File: src/rtl/mck_pkg.sv
// shared types, register codes and the morse pattern table of the character keyer
`timescale 1ns / 1ps
`default_nettype none

package mck_pkg;

  localparam int CHAR_W   = 8;
  localparam int CFG_W    = 16;
  localparam int DUR_W    = 17;
  localparam int REG_IDX_W = 3;
  localparam int NUM_REGS = 6;
  localparam int SYM_MAX  = 5;
  localparam int SYM_IDX_W = 3;

  localparam logic [CHAR_W-1:0] CHAR_SPACE = 8'h20;

  // configuration register codes, also the address in the register memory
  typedef enum logic [REG_IDX_W-1:0] {
    REG_DOT    = 3'd0,
    REG_DASH   = 3'd1,
    REG_RELAX  = 3'd2,
    REG_LETTER = 3'd3,
    REG_WORD   = 3'd4,
    REG_TONE   = 3'd5
  } reg_idx_t;

  // kind of keying segment
  typedef enum logic [1:0] {
    SEG_MARK,
    SEG_RELAX,
    SEG_WORD,
    SEG_CLOSE
  } seg_kind_t;

  // sequencer states
  typedef enum logic [1:0] {
    ST_IDLE,
    ST_TONE,
    ST_EMIT
  } state_t;

  // symbol pattern: first symbol in bit 0, a set bit is a dash
  typedef struct packed {
    logic [SYM_IDX_W-1:0] len;
    logic [SYM_MAX-1:0]   bits;
  } pat_t;

  function automatic logic [CFG_W-1:0] reg_reset_val(input reg_idx_t idx);
    logic [CFG_W-1:0] v;
    case (idx)
      REG_DOT:    v = 16'd100;
      REG_DASH:   v = 16'd300;
      REG_RELAX:  v = 16'd100;
      REG_LETTER: v = 16'd300;
      REG_WORD:   v = 16'd700;
      REG_TONE:   v = 16'd1000;
      default:    v = '0;
    endcase
    return v;
  endfunction

  function automatic pat_t pat_lookup(input logic [CHAR_W-1:0] c);
    pat_t p;
    case (c)
      8'h41: p = '{3'd2, 5'b00010}; // A
      8'h42: p = '{3'd4, 5'b00001}; // B
      8'h43: p = '{3'd4, 5'b00101}; // C
      8'h44: p = '{3'd3, 5'b00001}; // D
      8'h45: p = '{3'd1, 5'b00000}; // E
      8'h46: p = '{3'd4, 5'b00100}; // F
      8'h47: p = '{3'd3, 5'b00011}; // G
      8'h48: p = '{3'd4, 5'b00000}; // H
      8'h49: p = '{3'd2, 5'b00000}; // I
      8'h4A: p = '{3'd4, 5'b01110}; // J
      8'h4B: p = '{3'd3, 5'b00101}; // K
      8'h4C: p = '{3'd4, 5'b00010}; // L
      8'h4D: p = '{3'd2, 5'b00011}; // M
      8'h4E: p = '{3'd2, 5'b00001}; // N
      8'h4F: p = '{3'd3, 5'b00111}; // O
      8'h50: p = '{3'd4, 5'b00110}; // P
      8'h51: p = '{3'd4, 5'b01011}; // Q
      8'h52: p = '{3'd3, 5'b00010}; // R
      8'h53: p = '{3'd3, 5'b00000}; // S
      8'h54: p = '{3'd1, 5'b00001}; // T
      8'h55: p = '{3'd3, 5'b00100}; // U
      8'h56: p = '{3'd4, 5'b01000}; // V
      8'h57: p = '{3'd3, 5'b00110}; // W
      8'h58: p = '{3'd4, 5'b01001}; // X
      8'h59: p = '{3'd4, 5'b01101}; // Y
      8'h5A: p = '{3'd4, 5'b00011}; // Z
      8'h30: p = '{3'd5, 5'b11111}; // 0
      8'h31: p = '{3'd5, 5'b11110}; // 1
      8'h32: p = '{3'd5, 5'b11100}; // 2
      8'h33: p = '{3'd5, 5'b11000}; // 3
      8'h34: p = '{3'd5, 5'b10000}; // 4
      8'h35: p = '{3'd5, 5'b00000}; // 5
      8'h36: p = '{3'd5, 5'b00001}; // 6
      8'h37: p = '{3'd5, 5'b00011}; // 7
      8'h38: p = '{3'd5, 5'b00111}; // 8
      8'h39: p = '{3'd5, 5'b01111}; // 9
      default: p = '{3'd0, 5'b00000};
    endcase
    return p;
  endfunction

  // register that holds the length of a given segment
  function automatic reg_idx_t seg_addr(input seg_kind_t kind,
                                        input logic [SYM_IDX_W-1:0] sym,
                                        input pat_t pat);
    reg_idx_t a;
    case (kind)
      SEG_MARK:  a = pat.bits[sym] ? REG_DASH : REG_DOT;
      SEG_RELAX: a = REG_RELAX;
      SEG_WORD:  a = REG_WORD;
      SEG_CLOSE: a = REG_LETTER;
      default:   a = REG_LETTER;
    endcase
    return a;
  endfunction

endpackage

`default_nettype wire

File: src/rtl/mck_in_if.sv
// character input channel
`timescale 1ns / 1ps
`default_nettype none

interface mck_in_if;
  logic                      valid;
  logic                      ready;
  logic [mck_pkg::CHAR_W-1:0] char_code;

  modport source (output valid, output char_code, input ready);
  modport sink   (input valid, input char_code, output ready);
endinterface

`default_nettype wire

File: src/rtl/mck_out_if.sv
// keying segment output channel
`timescale 1ns / 1ps
`default_nettype none

interface mck_out_if;
  logic                      valid;
  logic                      ready;
  logic                      tone_on;
  logic [mck_pkg::CFG_W-1:0] pitch_hz;
  logic [mck_pkg::DUR_W-1:0] duration_ms;
  logic                      last_segment;

  modport source (output valid, output tone_on, output pitch_hz, output duration_ms,
                  output last_segment, input ready);
  modport sink   (input valid, input tone_on, input pitch_hz, input duration_ms,
                  input last_segment, output ready);
endinterface

`default_nettype wire

File: src/rtl/mck_cfg_if.sv
// configuration write channel
`timescale 1ns / 1ps
`default_nettype none

interface mck_cfg_if;
  logic                          valid;
  logic                          ready;
  logic [mck_pkg::REG_IDX_W-1:0] index;
  logic [mck_pkg::CFG_W-1:0]     data;

  modport source (output valid, output index, output data, input ready);
  modport sink   (input valid, input index, input data, output ready);
endinterface

`default_nettype wire

File: src/rtl/morse_character_keyer_unit.sv
// morse character keyer: register memory, segment sequencer and output register
// the first segment of a character goes through ST_TONE and ST_EMIT into the output register
// throughput: one segment per cycle while the output is not stalled; a character is its
//   pitch fetch plus 1 to 11 segments; the single read port of the register
//   memory gives one length lookup per cycle
// reset: rst_n synchronous active low; registers read their reset values until written
`timescale 1ns / 1ps
`default_nettype none

module morse_character_keyer_unit (
  input  wire logic clk,
  input  wire logic rst_n,
  mck_in_if.sink    in_ch,
  mck_out_if.source out_ch,
  mck_cfg_if.sink   cfg_ch
);
  import mck_pkg::*;

  // register memory and its valid bits
  logic [CFG_W-1:0]    cfg_mem [0:NUM_REGS-1];
  logic [NUM_REGS-1:0] cfg_vld_r;
  logic                cfg_wr;

  // read port
  logic              rd_en;
  reg_idx_t          rd_addr;
  reg_idx_t          rd_addr_r;
  logic [CFG_W-1:0]  rd_data_r;
  logic              rd_vld_r;
  logic [CFG_W-1:0]  rd_val;

  // sequencer
  state_t               state_r, state_nxt;
  pat_t                 pat_r, pat_nxt;
  seg_kind_t            kind_r, kind_nxt;
  logic [SYM_IDX_W-1:0] sym_r, sym_nxt;
  logic [CFG_W-1:0]     tone_r, tone_nxt;
  pat_t                 in_pat;
  logic                 in_beat;
  logic                 out_free;
  logic                 out_load;

  // output register
  logic             out_vld_r;
  logic             out_tone_r;
  logic [CFG_W-1:0] out_pitch_r;
  logic [DUR_W-1:0] out_dur_r;
  logic             out_last_r;

  assign cfg_ch.ready = 1'b1;
  assign cfg_wr       = cfg_ch.valid && (cfg_ch.index <= REG_TONE);

  // register memory write
  always_ff @(posedge clk) begin
    if (cfg_wr) begin
      cfg_mem[cfg_ch.index] <= cfg_ch.data;
    end
  end

  always_ff @(posedge clk) begin
    if (!rst_n) begin
      cfg_vld_r <= '0;
    end else if (cfg_wr) begin
      cfg_vld_r[cfg_ch.index] <= 1'b1;
    end
  end

  // register memory read, registered data, valid bit and address
  always_ff @(posedge clk) begin
    if (rd_en) begin
      rd_data_r <= cfg_mem[rd_addr];
      rd_vld_r  <= cfg_vld_r[rd_addr];
      rd_addr_r <= rd_addr;
    end
  end

  assign rd_val = rd_vld_r ? rd_data_r : reg_reset_val(rd_addr_r);

  assign in_beat  = in_ch.valid && in_ch.ready;
  assign in_pat   = pat_lookup(in_ch.char_code);
  assign out_free = !out_vld_r || out_ch.ready;

  // next state
  always_comb begin
    state_nxt = state_r;
    case (state_r)
      ST_IDLE: begin
        if (in_ch.valid) state_nxt = ST_TONE;
      end
      ST_TONE: state_nxt = ST_EMIT;
      ST_EMIT: begin
        if (out_free && kind_r == SEG_CLOSE) state_nxt = ST_IDLE;
      end
      default: state_nxt = ST_IDLE;
    endcase
  end

  // sequencer outputs: input ready, reads, segment stepping, output load
  always_comb begin
    in_ch.ready = 1'b0;
    rd_en       = 1'b0;
    rd_addr     = REG_DOT;
    out_load    = 1'b0;
    pat_nxt     = pat_r;
    kind_nxt    = kind_r;
    sym_nxt     = sym_r;
    tone_nxt    = tone_r;
    case (state_r)
      ST_IDLE: begin
        in_ch.ready = 1'b1;
        if (in_ch.valid) begin
          rd_en   = 1'b1;
          rd_addr = REG_TONE;
          pat_nxt = in_pat;
          sym_nxt = '0;
          if (in_pat.len != '0) begin
            kind_nxt = SEG_MARK;
          end else if (in_ch.char_code == CHAR_SPACE) begin
            kind_nxt = SEG_WORD;
          end else begin
            kind_nxt = SEG_CLOSE;
          end
        end
      end
      ST_TONE: begin
        tone_nxt = rd_val;
        rd_en    = 1'b1;
        rd_addr  = seg_addr(kind_r, sym_r, pat_r);
      end
      ST_EMIT: begin
        if (out_free) begin
          out_load = 1'b1;
          if (kind_r != SEG_CLOSE) begin
            case (kind_r)
              SEG_MARK: kind_nxt = SEG_RELAX;
              SEG_RELAX: begin
                if (sym_r + 3'd1 < pat_r.len) begin
                  kind_nxt = SEG_MARK;
                  sym_nxt  = sym_r + 3'd1;
                end else begin
                  kind_nxt = SEG_CLOSE;
                end
              end
              default: kind_nxt = SEG_CLOSE;
            endcase
            rd_en   = 1'b1;
            rd_addr = seg_addr(kind_nxt, sym_nxt, pat_r);
          end
        end
      end
      default: ;
    endcase
  end

  // sequencer registers
  always_ff @(posedge clk) begin
    if (!rst_n) begin
      state_r <= ST_IDLE;
      kind_r  <= SEG_CLOSE;
      sym_r   <= '0;
    end else begin
      state_r <= state_nxt;
      kind_r  <= kind_nxt;
      sym_r   <= sym_nxt;
    end
  end

  always_ff @(posedge clk) begin
    pat_r  <= pat_nxt;
    tone_r <= tone_nxt;
  end

  // output register
  always_ff @(posedge clk) begin
    if (!rst_n) begin
      out_vld_r <= 1'b0;
    end else if (out_load) begin
      out_vld_r <= 1'b1;
    end else if (out_ch.ready) begin
      out_vld_r <= 1'b0;
    end
  end

  always_ff @(posedge clk) begin
    if (out_load) begin
      out_tone_r  <= (kind_r == SEG_MARK);
      out_pitch_r <= (kind_r == SEG_MARK) ? tone_r : '0;
      out_dur_r   <= (kind_r == SEG_CLOSE) ? {rd_val, 1'b0} : {1'b0, rd_val};
      out_last_r  <= (kind_r == SEG_CLOSE);
    end
  end

  assign out_ch.valid        = out_vld_r;
  assign out_ch.tone_on      = out_tone_r;
  assign out_ch.pitch_hz     = out_pitch_r;
  assign out_ch.duration_ms  = out_dur_r;
  assign out_ch.last_segment = out_last_r;

  // an accepted character always starts with the pitch fetch
  a_beat_to_tone: assert property (@(posedge clk) disable iff (!rst_n)
    in_beat |=> state_r == ST_TONE)
    else $error("input beat not followed by pitch fetch");

  // the closing segment ends the character
  a_close_ends: assert property (@(posedge clk) disable iff (!rst_n)
    (state_r == ST_EMIT && out_load && kind_r == SEG_CLOSE) |=>
      (state_r == ST_IDLE && out_vld_r && out_last_r))
    else $error("closing segment did not end the character");

  // symbol index stays inside the pattern
  a_sym_range: assert property (@(posedge clk) disable iff (!rst_n)
    (state_r != ST_IDLE && (kind_r == SEG_MARK || kind_r == SEG_RELAX)) |->
      sym_r < pat_r.len)
    else $error("symbol index beyond pattern length");

  // a stalled segment keeps the length it read
  a_stall_holds_read: assert property (@(posedge clk) disable iff (!rst_n)
    (state_r == ST_EMIT && !out_free) |=> $stable(rd_val))
    else $error("segment length changed while the output was stalled");

endmodule

`default_nettype wire
File: src/flat_wrapper.sv
// flat-port wrapper written by rule: the top's interface ports become plain ports
module morse_character_keyer_unit_flat import mck_pkg::*;
  (clk, rst_n, in_ch_valid, in_ch_char_code, in_ch_ready, out_ch_valid, out_ch_tone_on, out_ch_pitch_hz, out_ch_duration_ms, out_ch_last_segment, out_ch_ready, cfg_ch_valid, cfg_ch_index, cfg_ch_data, cfg_ch_ready);
  mck_in_if in_ch_i ();
  mck_out_if out_ch_i ();
  mck_cfg_if cfg_ch_i ();
  input  wire logic clk;
  input  wire logic rst_n;
  input wire logic [$bits(in_ch_i.valid)-1:0] in_ch_valid;
  input wire logic [$bits(in_ch_i.char_code)-1:0] in_ch_char_code;
  output wire logic [$bits(in_ch_i.ready)-1:0] in_ch_ready;
  output wire logic [$bits(out_ch_i.valid)-1:0] out_ch_valid;
  output wire logic [$bits(out_ch_i.tone_on)-1:0] out_ch_tone_on;
  output wire logic [$bits(out_ch_i.pitch_hz)-1:0] out_ch_pitch_hz;
  output wire logic [$bits(out_ch_i.duration_ms)-1:0] out_ch_duration_ms;
  output wire logic [$bits(out_ch_i.last_segment)-1:0] out_ch_last_segment;
  input wire logic [$bits(out_ch_i.ready)-1:0] out_ch_ready;
  input wire logic [$bits(cfg_ch_i.valid)-1:0] cfg_ch_valid;
  input wire logic [$bits(cfg_ch_i.index)-1:0] cfg_ch_index;
  input wire logic [$bits(cfg_ch_i.data)-1:0] cfg_ch_data;
  output wire logic [$bits(cfg_ch_i.ready)-1:0] cfg_ch_ready;
  assign in_ch_i.valid = in_ch_valid;
  assign in_ch_i.char_code = in_ch_char_code;
  assign in_ch_ready = in_ch_i.ready;
  assign out_ch_valid = out_ch_i.valid;
  assign out_ch_tone_on = out_ch_i.tone_on;
  assign out_ch_pitch_hz = out_ch_i.pitch_hz;
  assign out_ch_duration_ms = out_ch_i.duration_ms;
  assign out_ch_last_segment = out_ch_i.last_segment;
  assign out_ch_i.ready = out_ch_ready;
  assign cfg_ch_i.valid = cfg_ch_valid;
  assign cfg_ch_i.index = cfg_ch_index;
  assign cfg_ch_i.data = cfg_ch_data;
  assign cfg_ch_ready = cfg_ch_i.ready;
  morse_character_keyer_unit u_core (.clk(clk), .rst_n(rst_n), .in_ch(in_ch_i), .out_ch(out_ch_i), .cfg_ch(cfg_ch_i));
endmodule
File: config.mk
export PLATFORM = sky130hd
export DESIGN_NAME = morse_character_keyer_unit_flat
export DESIGN_NICKNAME = d
export VERILOG_FILES = /design/src/rtl/mck_pkg.sv /design/src/rtl/mck_in_if.sv /design/src/rtl/mck_out_if.sv /design/src/rtl/mck_cfg_if.sv /design/src/rtl/morse_character_keyer_unit.sv /design/src/flat_wrapper.sv
export SDC_FILE = /design/constraint.sdc
export NUM_CORES = 1
export LEC_CHECK = 0
export ABC_AREA = 1
export BUFFER_PORTS_ARGS = -buffer_cell sky130_fd_sc_hd__buf_2
export CAP_MARGIN = 20
export CORE_UTILIZATION = 54
export CTS_CLUSTER_DIAMETER = 50
export DETAILED_ROUTE_END_ITERATION = 12
export HOLD_SLACK_MARGIN = 0.05
export PLACE_DENSITY = 0.8
export SLEW_MARGIN = 40
export SYNTH_ARGS = -nofsm -noshare
export SYNTH_HDL_FRONTEND = slang
export SYNTH_SLANG_ARGS = --single-unit
File: constraint.sdc
create_clock -name clk -period 3.55 [get_ports clk]
set_input_delay 0.71 -clock clk [delete_from_list [all_inputs] [get_ports clk]]
set_output_delay 0.71 -clock clk [all_outputs]
set_load 0.005 [all_outputs]
# Yosys cells after proc, flatten, opt, wreduce, memory -nomap -nowiden
# Memory sizes are Yosys's and may differ from the RTL's. A register that Yosys moved wholly into a read port is not among the register bits.
# Cells that the tools add are included.
word_totals:
  regBits: 77
  mem_bits_rw: 96
  rom_bits: 1024
  input_bits: 32
  memories: 2
memory_table:
  columns: ["memory", "depth", "width", "rd", "rd_ports_with_merged_regs", "wr", "line", "source"]
  rows:
  - ["(no name shown)", 128, 8, 1, 0, 0, "mck_pkg.sv:64", "case (c)"]
  - ["u_core.cfg_mem", 6, 16, 1, 1, 1, "morse_character_keyer_unit.sv:20", "logic [CFG_W-1:0] cfg_mem [0:NUM_REGS-1];"]
op_classes:
  n_addsub: 1
  magnitude_cmp: 7
  eq_ne: 19
  n_mux: 54
  bitwise: 1
  n_reduce_logical: 17
ops:
  columns: ["operator", "count"]
  rows:
  - ["10-bit one-hot mux with 4 select lines", 1]
  - ["3-bit two-way mux", 11]
  - ["16-bit two-way mux", 2]
  - ["3-bit one-hot mux with 4 select lines", 2]
  - ["2-bit two-way mux", 10]
  - ["1-bit two-way mux", 17]
  - ["3-bit by 4-bit less-than comparator with 1-bit output, second input constant", 4]
  - ["2-bit equality test, second input constant", 5]
  - ["1-bit binary-select mux with 3-bit select", 3]
  - ["3-bit one-hot mux with 3 select lines", 1]
  - ["8-bit by 6-bit equality test with 1-bit output, second input constant", 1]
  - ["8-bit two-way mux", 1]
  - ["2-bit one-hot mux with 2 select lines", 2]
  - ["2-bit by 1-bit equality test with 1-bit output, second input constant", 3]
  - ["3-bit by 2-bit equality test with 1-bit output, second input constant", 2]
  - ["3-bit equality test, second input constant", 2]
  - ["2-bit zero test", 3]
  - ["2-bit by 1-bit != test with 1-bit output, second input constant", 3]
  - ["6-bit bitwise OR", 1]
  - ["2-bit one-hot mux with 3 select lines", 1]
  - ["3-bit one-hot mux with 2 select lines", 1]
  - ["2-bit != test, second input constant", 2]
  - ["2-bit AND reduction", 2]
  - ["4-bit AND reduction", 1]
  - ["other kinds (14)", 18]

# Depth between registers and ports, before layout
depth:
  ltp_word: 16
  depth_mapped: 24
  depth_no_buf: 23

# Worst setup path after synthesis
# No wires, ideal clock.
synth_path:
  kind: "input to register"
  from: "input port out_ch_ready"
  to: "register u_core.rd_data_r[10], read port of u_core.cfg_mem, data pin"
  setup_time_ns: 0.257
  t_arrival_ns: 3.542
  required_time_ns: 3.293
  slack_ns: -0.249
  cell_stages: 10
  n_path_buf: 1
  path_cell_list: "nor2_1 > nor2_1 > nand2_1 > o22ai_2 > inv_2 > clkbuf_1 > nand3_1 > nand2_1 > nand2_1 > nand2_1"
synth_via:
  elab_chain_len: 3
synth_lines:
  columns: ["item", "line", "source"]
  rows:
  - ["from (decl)", "flat_wrapper.sv:17", "input wire logic [$bits(out_ch_i.ready)-1:0] out_ch_ready;"]
  - ["1-bit logical OR *", "morse_character_keyer_unit.sv:81", "assign out_free = !out_vld_r || out_ch.ready;"]
  - ["3-bit two-way mux or 1-bit two-way mux (tied branches)", "morse_character_keyer_unit.sv:131", "if (out_free) begin"]
  - ["3-bit one-hot mux with 3 select lines or 1-bit one-hot mux with 3 select lines (tied branches)", "morse_character_keyer_unit.sv:108", "case (state_r)"]
  - ["to (decl)", "morse_character_keyer_unit.sv:28", "logic [CFG_W-1:0] rd_data_r;"]
# Every way passes the cells marked *; elsewhere a longest branch is shown, timed or not.
# A chain may end at the register's enable or synchronous reset.

# Worst setup path after layout
layout_path:
  from: "register u_core.sym_r[0]"
  to: "register u_core.rd_data_r[9], read port of u_core.cfg_mem, data pin"
layout_via:
  elab_chain_len: 14
layout_lines:
  columns: ["item", "line", "source"]
  rows:
  - ["from (decl)", "morse_character_keyer_unit.sv:36", "logic [SYM_IDX_W-1:0] sym_r, sym_nxt;"]
  - ["from (signal assigned)", "morse_character_keyer_unit.sv:164", "sym_r <= sym_nxt;"]
  - ["3-bit by 1-bit adder with 3-bit output", "morse_character_keyer_unit.sv:137, morse_character_keyer_unit.sv:139", null]
  - ["3-bit less-than comparator", "morse_character_keyer_unit.sv:137", "if (sym_r + 3'd1 < pat_r.len) begin"]
  - ["3-bit two-way mux", "morse_character_keyer_unit.sv:137", null]
  - ["3-bit two-way mux", "morse_character_keyer_unit.sv:134", "case (kind_r)"]
  - ["3-bit two-way mux", "morse_character_keyer_unit.sv:133", "if (kind_r != SEG_CLOSE) begin"]
  - ["3-bit two-way mux", "morse_character_keyer_unit.sv:131", null]
  - ["3-bit two-way mux", "morse_character_keyer_unit.sv:108", null]
  - ["1-bit binary-select mux with 3-bit select", "mck_pkg.sv:112", "SEG_MARK: a = pat.bits[sym] ? REG_DASH : REG_DOT;"]
  - ["1-bit two-way mux (implied by the code)", "mck_pkg.sv:112", null]
  - ["1-bit two-way mux", "mck_pkg.sv:112", null]
  - ["3-bit one-hot mux with 4 select lines", "mck_pkg.sv:111", "case (kind)"]
  - ["3-bit two-way mux", "morse_character_keyer_unit.sv:133", null]
  - ["3-bit two-way mux", "morse_character_keyer_unit.sv:131", null]
  - ["3-bit one-hot mux with 3 select lines *", "morse_character_keyer_unit.sv:108", null]
# Every way passes the cells marked *; elsewhere a longest branch is shown, timed or not. The select of a mux whose other input is x is not followed.

==> results.sh <==
export IMPL_holdWs_ns=0.479
export IMPL_drtIter0Drc=458
export IMPL_critPathMaxStageDelay_ns=0.47
export IMPL_rsz0062_at_grt="no"
export IMPL_p_leak_nw=4.22
export IMPL_cp_common_cell="nand2_1"
export IMPL_overflow=0
export IMPL_initial_utilization=0.554
export IMPL_globalRouteTotalUtil=0.212
export IMPL_syn2layout_area_growth_pct=14.4
export IMPL_finalCriticalPeriod_ns=3.15
export IMPL_finalInstanceArea_um2=9640
export IMPL_drt_wirelength_per_cell_um=14.3
export IMPL_max_freq_ghz=0.317
export IMPL_tritoncts="built"
export IMPL_total_power_w=0.00526
export IMPL_layout_drive_gt1_share=0.146
export IMPL_vias=5730
export IMPL_grt_max_degree=50
export IMPL_setup_tns_ns=0
export IMPL_drt_pass1_iter_count=6
export IMPL_pin_count=70
export IMPL_worst_pin_slew_ns=0.511
export IMPL_min_path_cells=2
export IMPL_cts_sinks=189
export IMPL_fin_skew_ns=0.00844
export IMPL_fin_nets=949
export IMPL_required_ns=3.73
export IMPL_fp_row_count=45
export IMPL_setup_viol=0
export IMPL_synth_cell_area_um2=8430
export IMPL_cts_buffers=17
export IMPL_die_area_um2=16100
export IMPL_status="completed"
export IMPL_clkTransAtPathRegs_ns=0.07
export IMPL_die_w_um=127
export IMPL_grt_pass1_vias=5396
export IMPL_yosysUniqueCellTypes=39
export IMPL_synth_seq_cells=189
export IMPL_critPathKind="reg2reg"
export IMPL_yosysTopAreaCell="edfxtp_1"
export IMPL_cts_buffer_depth=2
export IMPL_critPathMaxFanout=49
export IMPL_cts_root_buf="clkbuf_16"
export IMPL_hold_viol=0
export IMPL_period_share=0.888
export IMPL_startpoint_type="register"
export IMPL_yosysSeqAreaShare=0.657
export IMPL_post_cts_buffers=0
export IMPL_cts_hold_buf=0
export IMPL_yosysWarnings=0
export IMPL_clkLatencyLatePin_ns=0.43
export IMPL_ant_nets=0
export IMPL_slew_viol_final=0
export IMPL_relSlewSlack=0.659
export IMPL_antenna_found_initial=1
export IMPL_syn_num_nets=874
export IMPL_rr_worst_depth=20
export IMPL_power_density_nw_per_um2=545
export IMPL_synthTopCellsByArea="edfxtp_1 (62%), nand2_1 (7.6%), inv_1 (6.9%)"
export IMPL_min_path_type="reg2reg"
export IMPL_syn_avg_cell_area_um2=10.1
export IMPL_area_sequential_um2=5540
export IMPL_core_area_um2=15200
export IMPL_cp_slowest_cell="dfxtp_1"
export IMPL_worstPathCellList="ha_1, xnor2_1, inv_1, ha_1, nand2_1, nand2_1, nor2_2, nand3_1, nand2_1, nand2_1, nand3_1, nand2_1, nand2_1, nand2_1, nand2_1, nand2_4, nand2_8, inv_2, o211ai_1, nand2_1"
export IMPL_routabilityCongestion=0.874
export IMPL_portBuffers=68
export IMPL_post_dp_cell_area_um2=8990
export IMPL_worstPathArrival_ns=3.33
export IMPL_die_height_um=127
export IMPL_vias_per_cell=5.17
export IMPL_grt_first_pass_wirelength_mm=26.0
export IMPL_n_fill_cell=1143
export IMPL_cts_htree_levels=4
export IMPL_ir_drop_uv=350
export IMPL_place_detailed_hpwl_mm=10.3
export IMPL_maxCapViolations=0
export IMPL_synth_cells=832
export IMPL_wl_mm=15.8
export IMPL_drc=0
export IMPL_endpoint_kind="register"
export IMPL_yosys_area_top_type_share=0.624
export IMPL_multi_input_area_um2=2180
final cells by class:
| cell class | count | share of cell area |
|---|---|---|
| antenna | 1 | 0.000259 |
| clock buffer | 17 | 0.0441 |
| clock inverter | 15 | 0.0214 |
| inverter | 161 | 0.0628 |
| multi-input combinational | 456 | 0.227 |
| sequential | 189 | 0.574 |
| tap | 188 | 0.0244 |
| timing repair buffer | 82 | 0.0466 |
cell families (layout without fill, tap and decap cells):
logic type	Yosys count	count (layout)	synth area share
compound gates	97	97	0.0665
xor+xnor	1	1	0.00104
fa+ha+maj	10	10	0.0148
buf+inv	187	275	0.0861
flops	189	189	0.657
other cells	1	2	0.000445
simple gates	347	347	0.174
critical path: cells and delay by family, from the launching register on:
kind | cells | cell delay [ns]
AO/OA/AOI/OAI | 1 | 0.23
XOR/XNOR | 1 | 0.14
adder cells (fa/ha/maj) | 2 | 0.50
buffers and inverters | 2 | 0.27
flip-flops | 1 | 0.47
AND/OR/NAND/NOR | 14 | 1.28
cells in the mapped netlist, drive strengths merged:
cell type / instances
a31o: 1
o32ai: 2
conb: 1
edfxtp: 175
dfxtp: 14
o21ai: 53
o21a: 2
clkinv: 3
xnor2: 1
a211oi: 1
a221oi: 1
a22o: 1
ha: 10
nand2: 174
a31oi: 2
nor3: 6
a311oi: 1
nand3: 88
buf: 12
o22ai: 1
or2: 10
a21oi: 21
o2111ai: 1
o211ai: 10
inv: 158
clkbuf: 14
nor2: 69
per-layer routing:
metal | vias up | GRT usage | share of wire
met4 | 0 | 0.0693 | 0.015
met1 | 2649 | 0.275 | 0.45
met3 | 27 | 0.0527 | 0.056
li1 | 2880 | - | -
met2 | 174 | 0.350 | 0.47
met5 | - | 0 | 0
cell usage in the layout (no fill, tap or decap), types with 6 or more instances in the layout:
cell type,netlist,final
ha_1,10,10
clkbuf_16,0,17
or2_2,6,6
buf_2,8,68
nand2_1,170,169
a21oi_1,21,21
nor2_1,68,67
buf_4,1,13
o21ai_0,49,49
inv_1,154,154
nand3_1,88,88
o211ai_1,10,10
nor3_1,6,6
dfxtp_1,14,14
edfxtp_1,175,175
report_power, final:
part	internal, W	leakage [nW]	switching [W]	total (W)
sequential	0.00260	1.74	0.0000491	0.00264
clock	0.00119	0.311	0.000821	0.00201
combinational	0.000187	2.18	0.000413	0.000600
total	0.00397	4.22	0.00128	0.00526
per-stage QoR:
| stage | cells | utilization | setup WS (ns) |
|---|---|---|---|
| 2_1_floorplan | 832 | - | 0.397 |
| 3_3_place_gp | 1076 | 0.592 | 0.342 |
| 3_5_place_dp | 1076 | 0.592 | 0.274 |
| 4_1_cts | 1108 | 0.633 | 0.233 |
| 5_1_grt | 1108 | 0.634 | 0.0337 |
| 6_report | 1109 | 0.634 | 0.396 |
final timing paths:
kind,start,endpoint,slack [ns]
worst min register to register,u_core.cfg_vld_r[0]$_SDFFE_PN0P_,u_core.cfg_vld_r[0]$_SDFFE_PN0P_,0.48
worst min-delay path,u_core.cfg_vld_r[0]$_SDFFE_PN0P_,u_core.cfg_vld_r[0]$_SDFFE_PN0P_,0.48
worst max register to register,u_core.sym_r[0]$_SDFFE_PN0P_,u_core.rd_data_r[9]$_DFFE_PP_,0.40
worst max-delay path,u_core.sym_r[0]$_SDFFE_PN0P_,u_core.rd_data_r[9]$_DFFE_PP_,0.40
flip-flops by register name, summed over array words and instances, names as in the netlist, 6 cells and up:
| signal | count |
|---|---|
| u_core.cfg_mem | 96 |
| u_core.out_ch.duration_ms | 17 |
| u_core.out_ch.pitch_hz | 16 |
| u_core.rd_data_r | 16 |
| u_core.tone_r | 16 |
| u_core.pat_r | 8 |
| u_core.cfg_vld_r | 6 |
what timing repair did:
item                                    in CTS  in global routing
endpoints found under the hold margin        0                  0
endpoints found under the setup margin       0                 13
gates resized for setup                      0                  2
(Power assumes the default switching activity.)
